`src/i64div_pkg.sv`:
```
// ----------------------------------------------------------------------------
// i64div_pkg
// Types and constants shared by the 64-bit integer divider.
// ----------------------------------------------------------------------------
package i64div_pkg;

  localparam int unsigned PORT_W = 64;

  // Operation codes
  localparam logic [1:0] CMD_UQUO = 2'd0;
  localparam logic [1:0] CMD_UREM = 2'd1;
  localparam logic [1:0] CMD_SQUO = 2'd2;
  localparam logic [1:0] CMD_SREM = 2'd3;

  typedef struct packed {
    logic [1:0]        cmd;
    logic [PORT_W-1:0] dividend;
    logic [PORT_W-1:0] divisor;
  } in_item_t;

  typedef struct packed {
    logic [PORT_W-1:0] result;
    logic              div_by_zero;
  } out_item_t;

  // Status of the iterative divide unit
  typedef struct packed {
    logic done;
  } core_stat_t;

  typedef enum logic [2:0] {
    ST_IDLE,
    ST_PREP,
    ST_RUN,
    ST_FIX
  } state_t;

endpackage

```
`src/i64div_core.sv`:
```
// ----------------------------------------------------------------------------
// i64div_core
// Radix-2 restoring divide unit: one shared subtractor, one quotient bit per
// cycle.
// ----------------------------------------------------------------------------
module i64div_core #(
  parameter int unsigned W = 64
) (
  input  logic                  clk,
  input  logic                  rst_n,
  input  logic                  start,
  input  logic [W-1:0]          num,
  input  logic [W-1:0]          den,
  output logic [W-1:0]          quo,
  output logic [W-1:0]          rem,
  output i64div_pkg::core_stat_t stat
);

  localparam int unsigned CW = $clog2(W);

  logic [W-1:0]  nq_r;   // dividend bits shift out, quotient bits shift in
  logic [W-1:0]  rem_r;
  logic [W-1:0]  den_r;
  logic [CW-1:0] cnt_r;
  logic          busy_r;
  logic          done_r;

  logic          carry;
  logic [W-1:0]  rem_sh;
  logic [W+1:0]  diff;
  logic          take;

  always_comb begin
    carry  = rem_r[W-1];
    rem_sh = {rem_r[W-2:0], nq_r[W-1]};
    diff   = {1'b0, carry, rem_sh} - {2'b00, den_r};
    take   = ~diff[W+1];
  end

  always_ff @(posedge clk) begin
    if (start) begin
      nq_r  <= num;
      rem_r <= '0;
      den_r <= den;
    end else if (busy_r) begin
      nq_r  <= {nq_r[W-2:0], take};
      rem_r <= take ? diff[W-1:0] : rem_sh;
    end
  end

  always_ff @(posedge clk) begin
    if (!rst_n) begin
      busy_r <= 1'b0;
      done_r <= 1'b0;
      cnt_r  <= '0;
    end else begin
      done_r <= 1'b0;
      if (start) begin
        busy_r <= 1'b1;
        cnt_r  <= CW'(W - 1);
      end else if (busy_r) begin
        cnt_r <= cnt_r - 1'b1;
        if (cnt_r == '0) begin
          busy_r <= 1'b0;
          done_r <= 1'b1;
        end
      end
    end
  end

  assign quo       = nq_r;
  assign rem       = rem_r;
  assign stat.done = done_r;

endmodule

```
`src/int64_divider_signed_unsigned.sv`:
```
// ----------------------------------------------------------------------------
// int64_divider_signed_unsigned
// Signed/unsigned integer divider, quotient or remainder per item.
// ----------------------------------------------------------------------------
// Usage:
//   Input channel in_valid/in_stall/in_data carries cmd, dividend, divisor.
//   Output channel out_valid/out_stall/out_data carries result and
//   div_by_zero. Only the low DATA_WIDTH bits of the operands are used;
//   result bits above DATA_WIDTH are zero.
//   One item is in flight at a time: in_stall is high from the cycle after
//   an accept until the item's result has been loaded into the output
//   register. From accept to out_valid an item passes through the operand
//   magnitudes, the subtract-shift iterations of the shared divide unit,
//   its done handoff, and the sign fixup with the output load. No new item
//   is taken until the previous result has been loaded. A zero divisor
//   skips the divide unit and goes straight to the fixup, with quotient all
//   ones, remainder = dividend.
//   The output register lets the next item be accepted while a result waits;
//   if out_stall holds the previous result, the fixup step waits for it.
//   Reset (rst_n low, synchronous) drops out_valid and returns to idle.
// ----------------------------------------------------------------------------
module int64_divider_signed_unsigned #(
  parameter int unsigned DATA_WIDTH = 64
) (
  input  logic                  clk,
  input  logic                  rst_n,
  input  logic                  in_valid,
  output logic                  in_stall,
  input  i64div_pkg::in_item_t  in_data,
  output logic                  out_valid,
  input  logic                  out_stall,
  output i64div_pkg::out_item_t out_data
);

  localparam int unsigned W = DATA_WIDTH;

  i64div_pkg::state_t     state_r, state_nxt;
  i64div_pkg::core_stat_t core_stat;

  logic [1:0]   cmd_r;
  logic [W-1:0] a_r, b_r;
  logic         dz_r, neg_q_r, neg_r_r;
  logic         out_valid_r;
  i64div_pkg::out_item_t out_data_r;

  logic         want_rem, is_signed;
  logic         a_neg, b_neg;
  logic [W-1:0] mag_a, mag_b;
  logic [W-1:0] quo, rem, res;
  logic         accept, core_start, load_out, out_free;

  assign want_rem  = (cmd_r == i64div_pkg::CMD_UREM) || (cmd_r == i64div_pkg::CMD_SREM);
  assign is_signed = (cmd_r == i64div_pkg::CMD_SQUO) || (cmd_r == i64div_pkg::CMD_SREM);
  assign a_neg     = is_signed & a_r[W-1];
  assign b_neg     = is_signed & b_r[W-1];
  assign mag_a     = a_neg ? (~a_r + 1'b1) : a_r;
  assign mag_b     = b_neg ? (~b_r + 1'b1) : b_r;
  assign out_free  = ~out_valid_r | ~out_stall;
  assign accept    = in_valid & ~in_stall;

  i64div_core #(.W(W)) u_core (
    .clk   (clk),
    .rst_n (rst_n),
    .start (core_start),
    .num   (mag_a),
    .den   (mag_b),
    .quo   (quo),
    .rem   (rem),
    .stat  (core_stat)
  );

  // Sign fixup and special cases
  always_comb begin
    if (dz_r) begin
      res = want_rem ? a_r : '1;
    end else if (want_rem) begin
      res = neg_r_r ? (~rem + 1'b1) : rem;
    end else begin
      res = neg_q_r ? (~quo + 1'b1) : quo;
    end
  end

  // Next state
  always_comb begin
    state_nxt = state_r;
    case (state_r)
      i64div_pkg::ST_IDLE: begin
        if (in_valid) state_nxt = i64div_pkg::ST_PREP;
      end
      i64div_pkg::ST_PREP: begin
        state_nxt = (b_r == '0) ? i64div_pkg::ST_FIX : i64div_pkg::ST_RUN;
      end
      i64div_pkg::ST_RUN: begin
        if (core_stat.done) state_nxt = i64div_pkg::ST_FIX;
      end
      i64div_pkg::ST_FIX: begin
        if (out_free) state_nxt = i64div_pkg::ST_IDLE;
      end
      default: state_nxt = i64div_pkg::ST_IDLE;
    endcase
  end

  // Control outputs
  always_comb begin
    in_stall   = 1'b1;
    core_start = 1'b0;
    load_out   = 1'b0;
    case (state_r)
      i64div_pkg::ST_IDLE: in_stall = 1'b0;
      i64div_pkg::ST_PREP: core_start = (b_r != '0);
      i64div_pkg::ST_RUN:  ;
      i64div_pkg::ST_FIX:  load_out = out_free;
      default:             ;
    endcase
  end

  always_ff @(posedge clk) begin
    if (!rst_n) begin
      state_r     <= i64div_pkg::ST_IDLE;
      out_valid_r <= 1'b0;
    end else begin
      state_r <= state_nxt;
      if (load_out) begin
        out_valid_r <= 1'b1;
      end else if (!out_stall) begin
        out_valid_r <= 1'b0;
      end
    end
  end

  always_ff @(posedge clk) begin
    if (accept) begin
      cmd_r <= in_data.cmd;
      a_r   <= in_data.dividend[W-1:0];
      b_r   <= in_data.divisor[W-1:0];
    end
    if (state_r == i64div_pkg::ST_PREP) begin
      dz_r    <= (b_r == '0);
      neg_q_r <= a_neg ^ b_neg;
      neg_r_r <= a_neg;
    end
    if (load_out) begin
      out_data_r.result      <= i64div_pkg::PORT_W'(res);
      out_data_r.div_by_zero <= dz_r;
    end
  end

  assign out_valid = out_valid_r;
  assign out_data  = out_data_r;

endmodule

```
`config.mk`:
```
export PLATFORM = sky130hd
export DESIGN_NAME = int64_divider_signed_unsigned
export DESIGN_NICKNAME = d
export VERILOG_FILES = /design/src/i64div_pkg.sv /design/src/i64div_core.sv /design/src/int64_divider_signed_unsigned.sv
export SDC_FILE = /design/constraint.sdc
export NUM_CORES = 1
export LEC_CHECK = 0
export ABC_AREA = 1
export BUFFER_PORTS_ARGS = -buffer_cell sky130_fd_sc_hd__buf_2
export CORE_UTILIZATION = 50
export CTS_BUF_LIST = sky130_fd_sc_hd__clkbuf_16
export DETAILED_ROUTE_END_ITERATION = 10
export GPL_TIMING_DRIVEN = 0
export PLACE_DENSITY = 0.66
export SKIP_LAST_GASP = 1
export SYNTH_ARGS = -nofsm -noshare
export SYNTH_HDL_FRONTEND = slang
export SYNTH_SLANG_ARGS = --single-unit
```
`constraint.sdc`:
```
create_clock -name clk -period 4.65 [get_ports clk]
set_clock_uncertainty 0.15 [all_clocks]
set_input_delay 0.2325 -clock clk [delete_from_list [all_inputs] [get_ports clk]]
set_output_delay 0.2325 -clock clk [all_outputs]
set_load 0.01 [all_outputs]
```
# Yosys cells after proc, flatten, opt, wreduce, memory -nomap -nowiden
# Index checks and enable logic that the tools add are counted.
# Widths: inputs -> output; s select.
# classes
muxes	26
eq_ne	10
n_reduce_logical	9
n_addsub	6
bitwise_logic	14
# ops
op	n
$mux 64	10
$add 64x1->64 const B	4
$not 64->64	4
$sub 65x64->66	1
$logic_not 64->1	1
$reduce_bool 64->1	1
$mux 6	2
$pmux 3 s4	1
$mux 1	10
$mux 3	3
$eq 3x2->1 const B	2
$logic_not 6->1	1
$sub 6x1->6 const B	1
$not 1->1	5
$eq 2x2->1 const B	2
$ne 2x1->1 const B	2
$ne 2x2->1 const B	2
$and 1x1->1	3
$eq 3x1->1 const B	1
$logic_not 3->1	1
$reduce_and 3->1	1
$reduce_or 3->1	1
$eq 2x1->1 const B	1
$logic_or 1x1->1	2
3 further kinds	3
# word_totals
regBits	402
in_bits	134
output_inout_bits	67
elab_cells	81

# Depth between registers and ports, before layout
# logic_depth
ltp_word	5
mapped_depth	20
mapped_depth_nobuf	18

# Hierarchy
# From an unflattened synthesis, not the netlist that was laid out.
# unflattened
cells_unflattened	4681
hier_area_um2	31164.9
# modules_own_cells
module	seq_area_each_um2	cells_per_inst	area_per_inst_um2	n_inst
int64_divider_signed_unsigned	6005.8	2475	16643.5	1
i64div_core	5285.1	2206	14521.4	1

# Worst setup path after synthesis
# No wires, ideal clock.
# synth_timing
path_type	register -> register
startpoint	register state_r[0]
endpoint	register out_data_r, in the netlist out_data[0], enable pin
t_required_ns	4.010
arrival_time_ns	3.304
slack_ns	0.707
setup_ns	0.490
period_less_slack_ns	3.943
stages_incl_launch_ff	4
path_buffers	0
cell_sequence	dfxtp_1 ha_1 inv_1 nor2_1
# synth_between
elab_chain_cells	2
# synth_rtl
item	line	source
start: declaration	int64_divider_signed_unsigned.sv:37	i64div_pkg::state_t state_r, state_nxt;
start signal: assignment	int64_divider_signed_unsigned.sv:119	state_r <= i64div_pkg::ST_IDLE;
start signal: assignment	int64_divider_signed_unsigned.sv:122	state_r <= state_nxt;
$eq 3x2->1	int64_divider_signed_unsigned.sv:108	case (state_r)
$mux 1	int64_divider_signed_unsigned.sv:108	
via load_out	int64_divider_signed_unsigned.sv:50	logic accept, core_start, load_out, out_free;
end: declaration	int64_divider_signed_unsigned.sv:44	i64div_pkg::out_item_t out_data_r;
# The timed path passes the listed nets, and every way through them passes these cells.
# A chain may end at the register's enable or synchronous reset.

# Final worst setup path
# layout_timing
startpoint	register u_core.nq_r[13] (netlist: u_core.quo[13])
endpoint	register out_data_r, in the netlist out_data[42], data pin
# layout_between
elab_chain_cells	5
# layout_rtl
item	line	source
start: declaration	i64div_core.sv:21	logic [W-1:0] nq_r;
start signal: assignment	i64div_core.sv:42	nq_r <= num;
start signal: assignment	i64div_core.sv:46	nq_r <= {nq_r[W-2:0], take};
$not 64->64	int64_divider_signed_unsigned.sv:79	res = neg_q_r ? (~quo + 1'b1) : quo;
$add 64x1->64	int64_divider_signed_unsigned.sv:79	
$mux 64	int64_divider_signed_unsigned.sv:79	
$mux 64	int64_divider_signed_unsigned.sv:76	end else if (want_rem) begin
$mux 64	int64_divider_signed_unsigned.sv:74	if (dz_r) begin
via res[41]	int64_divider_signed_unsigned.sv:49	logic [W-1:0] quo, rem, res;
# The timed path passes the listed nets, and every way through them passes these cells.

==> results.md <==
* Inst Count DP at 5597
* CTS root buffer: clkbuf_16
* Register area at between 10000 and 15000 µm²
* Row count at 90
* Total GRT Usage at 0.4003
* Kind of start point of the critical path: flip-flop
* Largest net degree at the start of global routing at between 60 and 70
* Worst Path Arrival at between 3 and 4 ns
* First-pass GRT wire length at approximately 190000 µm
* GRT Residual Overflow at 0
* HP Class: in2reg
* Final total power at 0.01772 W
* Starting Density at 0.5071
* Routed WL at about 130000 µm
* Post-layout nets at approximately 5200
* Chip width at approximately 250 µm
* Peak supply drop at between 0.6 and 0.7 mV
* Final Cycle Share at 0.8025
* Most common cell on crit path: nand2_1
* Num CTS Buffers at 46
* Multi-input gate area at about 16000 µm²
* Slew @ Worst Pin at ~1.2 ns
* Status: complete, no violations
* GR peak layer: met1
* End of the worst register-to-register path: out_data[42]$_DFFE_PP_
* Met2 Use GR at 0.5682
* Met3 usage at 0.1092
* PnR worst setup slack at about 0.9 ns
* Worst-skew pair later-pin latency at between 0.6 and 0.7 ns
* Most numerous cell in the Yosys netlist: nand2_1
* DRT antenna net count at 0
* Die ar. at 62330 µm²
* Post-Place Cell Area at between 30000 and 40000 µm²
* Share of layout cells above drive strength 1 at 0.08764
* DRC viols at 0
* Routability congestion estimate from global placement at ~1.1
* Non-filler cells, final at between 5000 and 6000
* RSZ-0062 raised after global routing: no
* CP startpoint: u_core.quo[13]$_DFFE_PP_
* Origin of the critical flop-to-flop path: u_core.quo[13]$_DFFE_PP_
* Hold Fails Final Rpt at 0
* Maxcap violations at 0
* Synthesized Nets at a little under 5000
* HPWL after detailed placement at between 100000 and 150000 µm
* Via total after detailed routing at about 33000
* Pre-antenna DRT Iters at 8
* Synth async-reset ratio at 0
* Synth cell count leaders: 1530 x nand2_1, 649 x inv_1, 547 x nor2_1, 427 x nand3_1, 326 x edfxtp_1
* Area of the mapped netlist at approximately 30000 µm²
* Final count of pins violating max slew at 0
* Top-Level Pins at 201
* Critical Path, Cell by Cell: nor2_1 > nand2_1 > nor2_1 > nand2_1 > nor2_1 > inv_1 > o21ai_1 > nand3_1 > nand3_1 > o21ai_1 > nand2_1 > nand2_1
* Yosys cell types at 55
* Clk buf depth at 3
* Area growth from synthesis to layout at 16.65%
* Fmax at between 0.2 and 0.3 GHz
* Leakage at 17.10 nW
* Yosys top cell area share at 0.3192
* Drt via density at around 5.7
* Fin crit period at ~3.7 ns
* Final instance area at between 30000 and 40000 µm²
* Max-slew headroom at 0.2198
* Setup Fix Bufs, Post-CTS at 0
* DR iter-0 viols at approximately 4400
* Cell taking the most area after synthesis: edfxtp_1
* CTS Sinks at ~400
* Number of fill cells at roughly 5900
* Initial antenna violation count at 4
* Yosys reg bits at 401
* Worst R2R Path Depth at 12
* Power Dens Cells at roughly 500 nW/µm²
* Critical Path End: out_data[42]$_DFFE_PP_
* H-tree depth at 2
* TritonCTS clock tree: done
* Mapped Cells at ~4600
* Final Setup Violations at 0
* Total core area at approximately 60000 µm²
* Crit Path Max Fanout at 5
* Worst-path clk slew at around 0.070 ns
* Crit-path slowest cell: nor2_1
* R2R setup slack at a little over 0.9 ns
* Synth Area per Inst at about 6.7 µm²
* Setup CP Type: reg2reg
* Worst setup EP type: flip-flop
* Wire per inst at 21.83 µm
* Yosys warns at 0
* Die Ht at about 250 µm
* Synth Flop Type: edfxtp_1
* Number of global-route vias before repair at 30111
* Critical path data required time at slightly below 5 ns
* Post-synthesis sequential area ratio at 0.3682
* Number of synthesized flops with an enable pin at ~330
* Max incr delay on CP at ~0.6 ns
* M1 GR Usage at 0.5891
* Pre-CTS setup slack at between 1 and 1.5 ns
* Main area contributors after synthesis: edfxtp_1 32%, nand2_1 19%, inv_1 7.9%, nand3_1 7.0%, nor2_1 6.7%
* PortBufs at 200
registers in the layout (all words and copies together) (netlist names), 2 cells and up:
register and cells:
u_core.quo 64, cmd_r 2, u_core.den_r 64, u_core.cnt_r 6
state_r 2, b_r 64, u_core.rem 64, out_data 65
a_r 64
worst min-delay path by stage:
stage	from	cells past startpoint	endpoint	slack (ns)
after CTS	in_data[14]	2	b_r[14]$_DFFE_PP_	0.13
after detailed placement	in_data[16]	1	b_r[16]$_DFFE_PP_	0.26
final	in_data[56]	2	b_r[56]$_DFFE_PP_	0.15
after floorplan	in_data[64]	0	a_r[0]$_DFFE_PP_	0.18
after global placement	in_data[52]	1	b_r[52]$_DFFE_PP_	0.26
after global routing	in_data[1]	2	b_r[1]$_DFFE_PP_	0.15
final cells by class:
cell class                      instances  share of cell area
Timing Repair Buffer                  339             0.06891
Clock buffer                           47             0.03288
Antenna cell                            1          0.00006996
Buffer                                116             0.01801
Inverter                              689             0.07251
Tap cell                              782             0.02735
Clock inverter                         36             0.01301
Sequential cell                       401              0.3156
Multi-Input combinational cell       3404              0.4516
critical path: cells and delay by family, from the launching register on:
kind / cells / cell delay, ns
simple gates: 9 / 2.09
buf+inv: 1 / 0.18
flops: 1 / 0.52
compound gates: 2 / 0.50
report_power, final:
part / switching [W] / internal [W]
clock network: 0.00166 / 0.00236
logic: 0.00557 / 0.00212
registers: 0.000803 / 0.00521
layout by cell type (no fill, tap or decap), types with 39 or more instances in the layout:
master and count:
a21oi_1 98, buf_2 217, clkbuf_1 62, clkbuf_16 47, dfxtp_1 75, dlygate4sd3_1 134
edfxtp_1 326, ha_1 74, inv_1 654, nand2_1 1530, nand3_1 427, nand4_1 104
nor2_1 546, o21ai_0 203, o21ai_1 47, xnor2_1 39, xor2_1 94
metrics by stage:
stage	TNS [ns]	hold WS, ns	util
2_1_floorplan	0	0.1814	-
3_3_place_gp	-65.18	0.2588	0.5399
3_5_place_dp	0	0.2606	0.5422
4_1_cts	0	0.1255	0.5915
5_1_grt	0	0.1459	0.5915
6_report	0	0.1525	0.5915
metal layers:
layer / wire length [µm] / up-vias
li1: - / 15630
met1: 55180 / 15255
met2: 51100 / 1944
met3: 17060 / 186
met4: 3584 / 2
met5: 13 / -
timing repair:
| item | CTS | global route |
|---|---|---|
| endpoints found under the hold margin | 144 | 0 |
| hold buffers | 134 | 0 |
| gates resized for setup | 0 | 0 |
kinds of logic (layout without fill, tap and decap cells):
family	count (synthesis)	after routing	synth area share
AO/OA/AOI/OAI	420	420	0.07434
flip-flops	401	401	0.3682
other	0	1	0
buffers and inverters	805	1227	0.1053
XOR/XNOR	133	133	0.03799
AND/OR/NAND/NOR	2776	2776	0.3834
adder cells (fa/ha/maj)	75	75	0.03085
No activity file was read; power rests on OpenSTA's default activity.
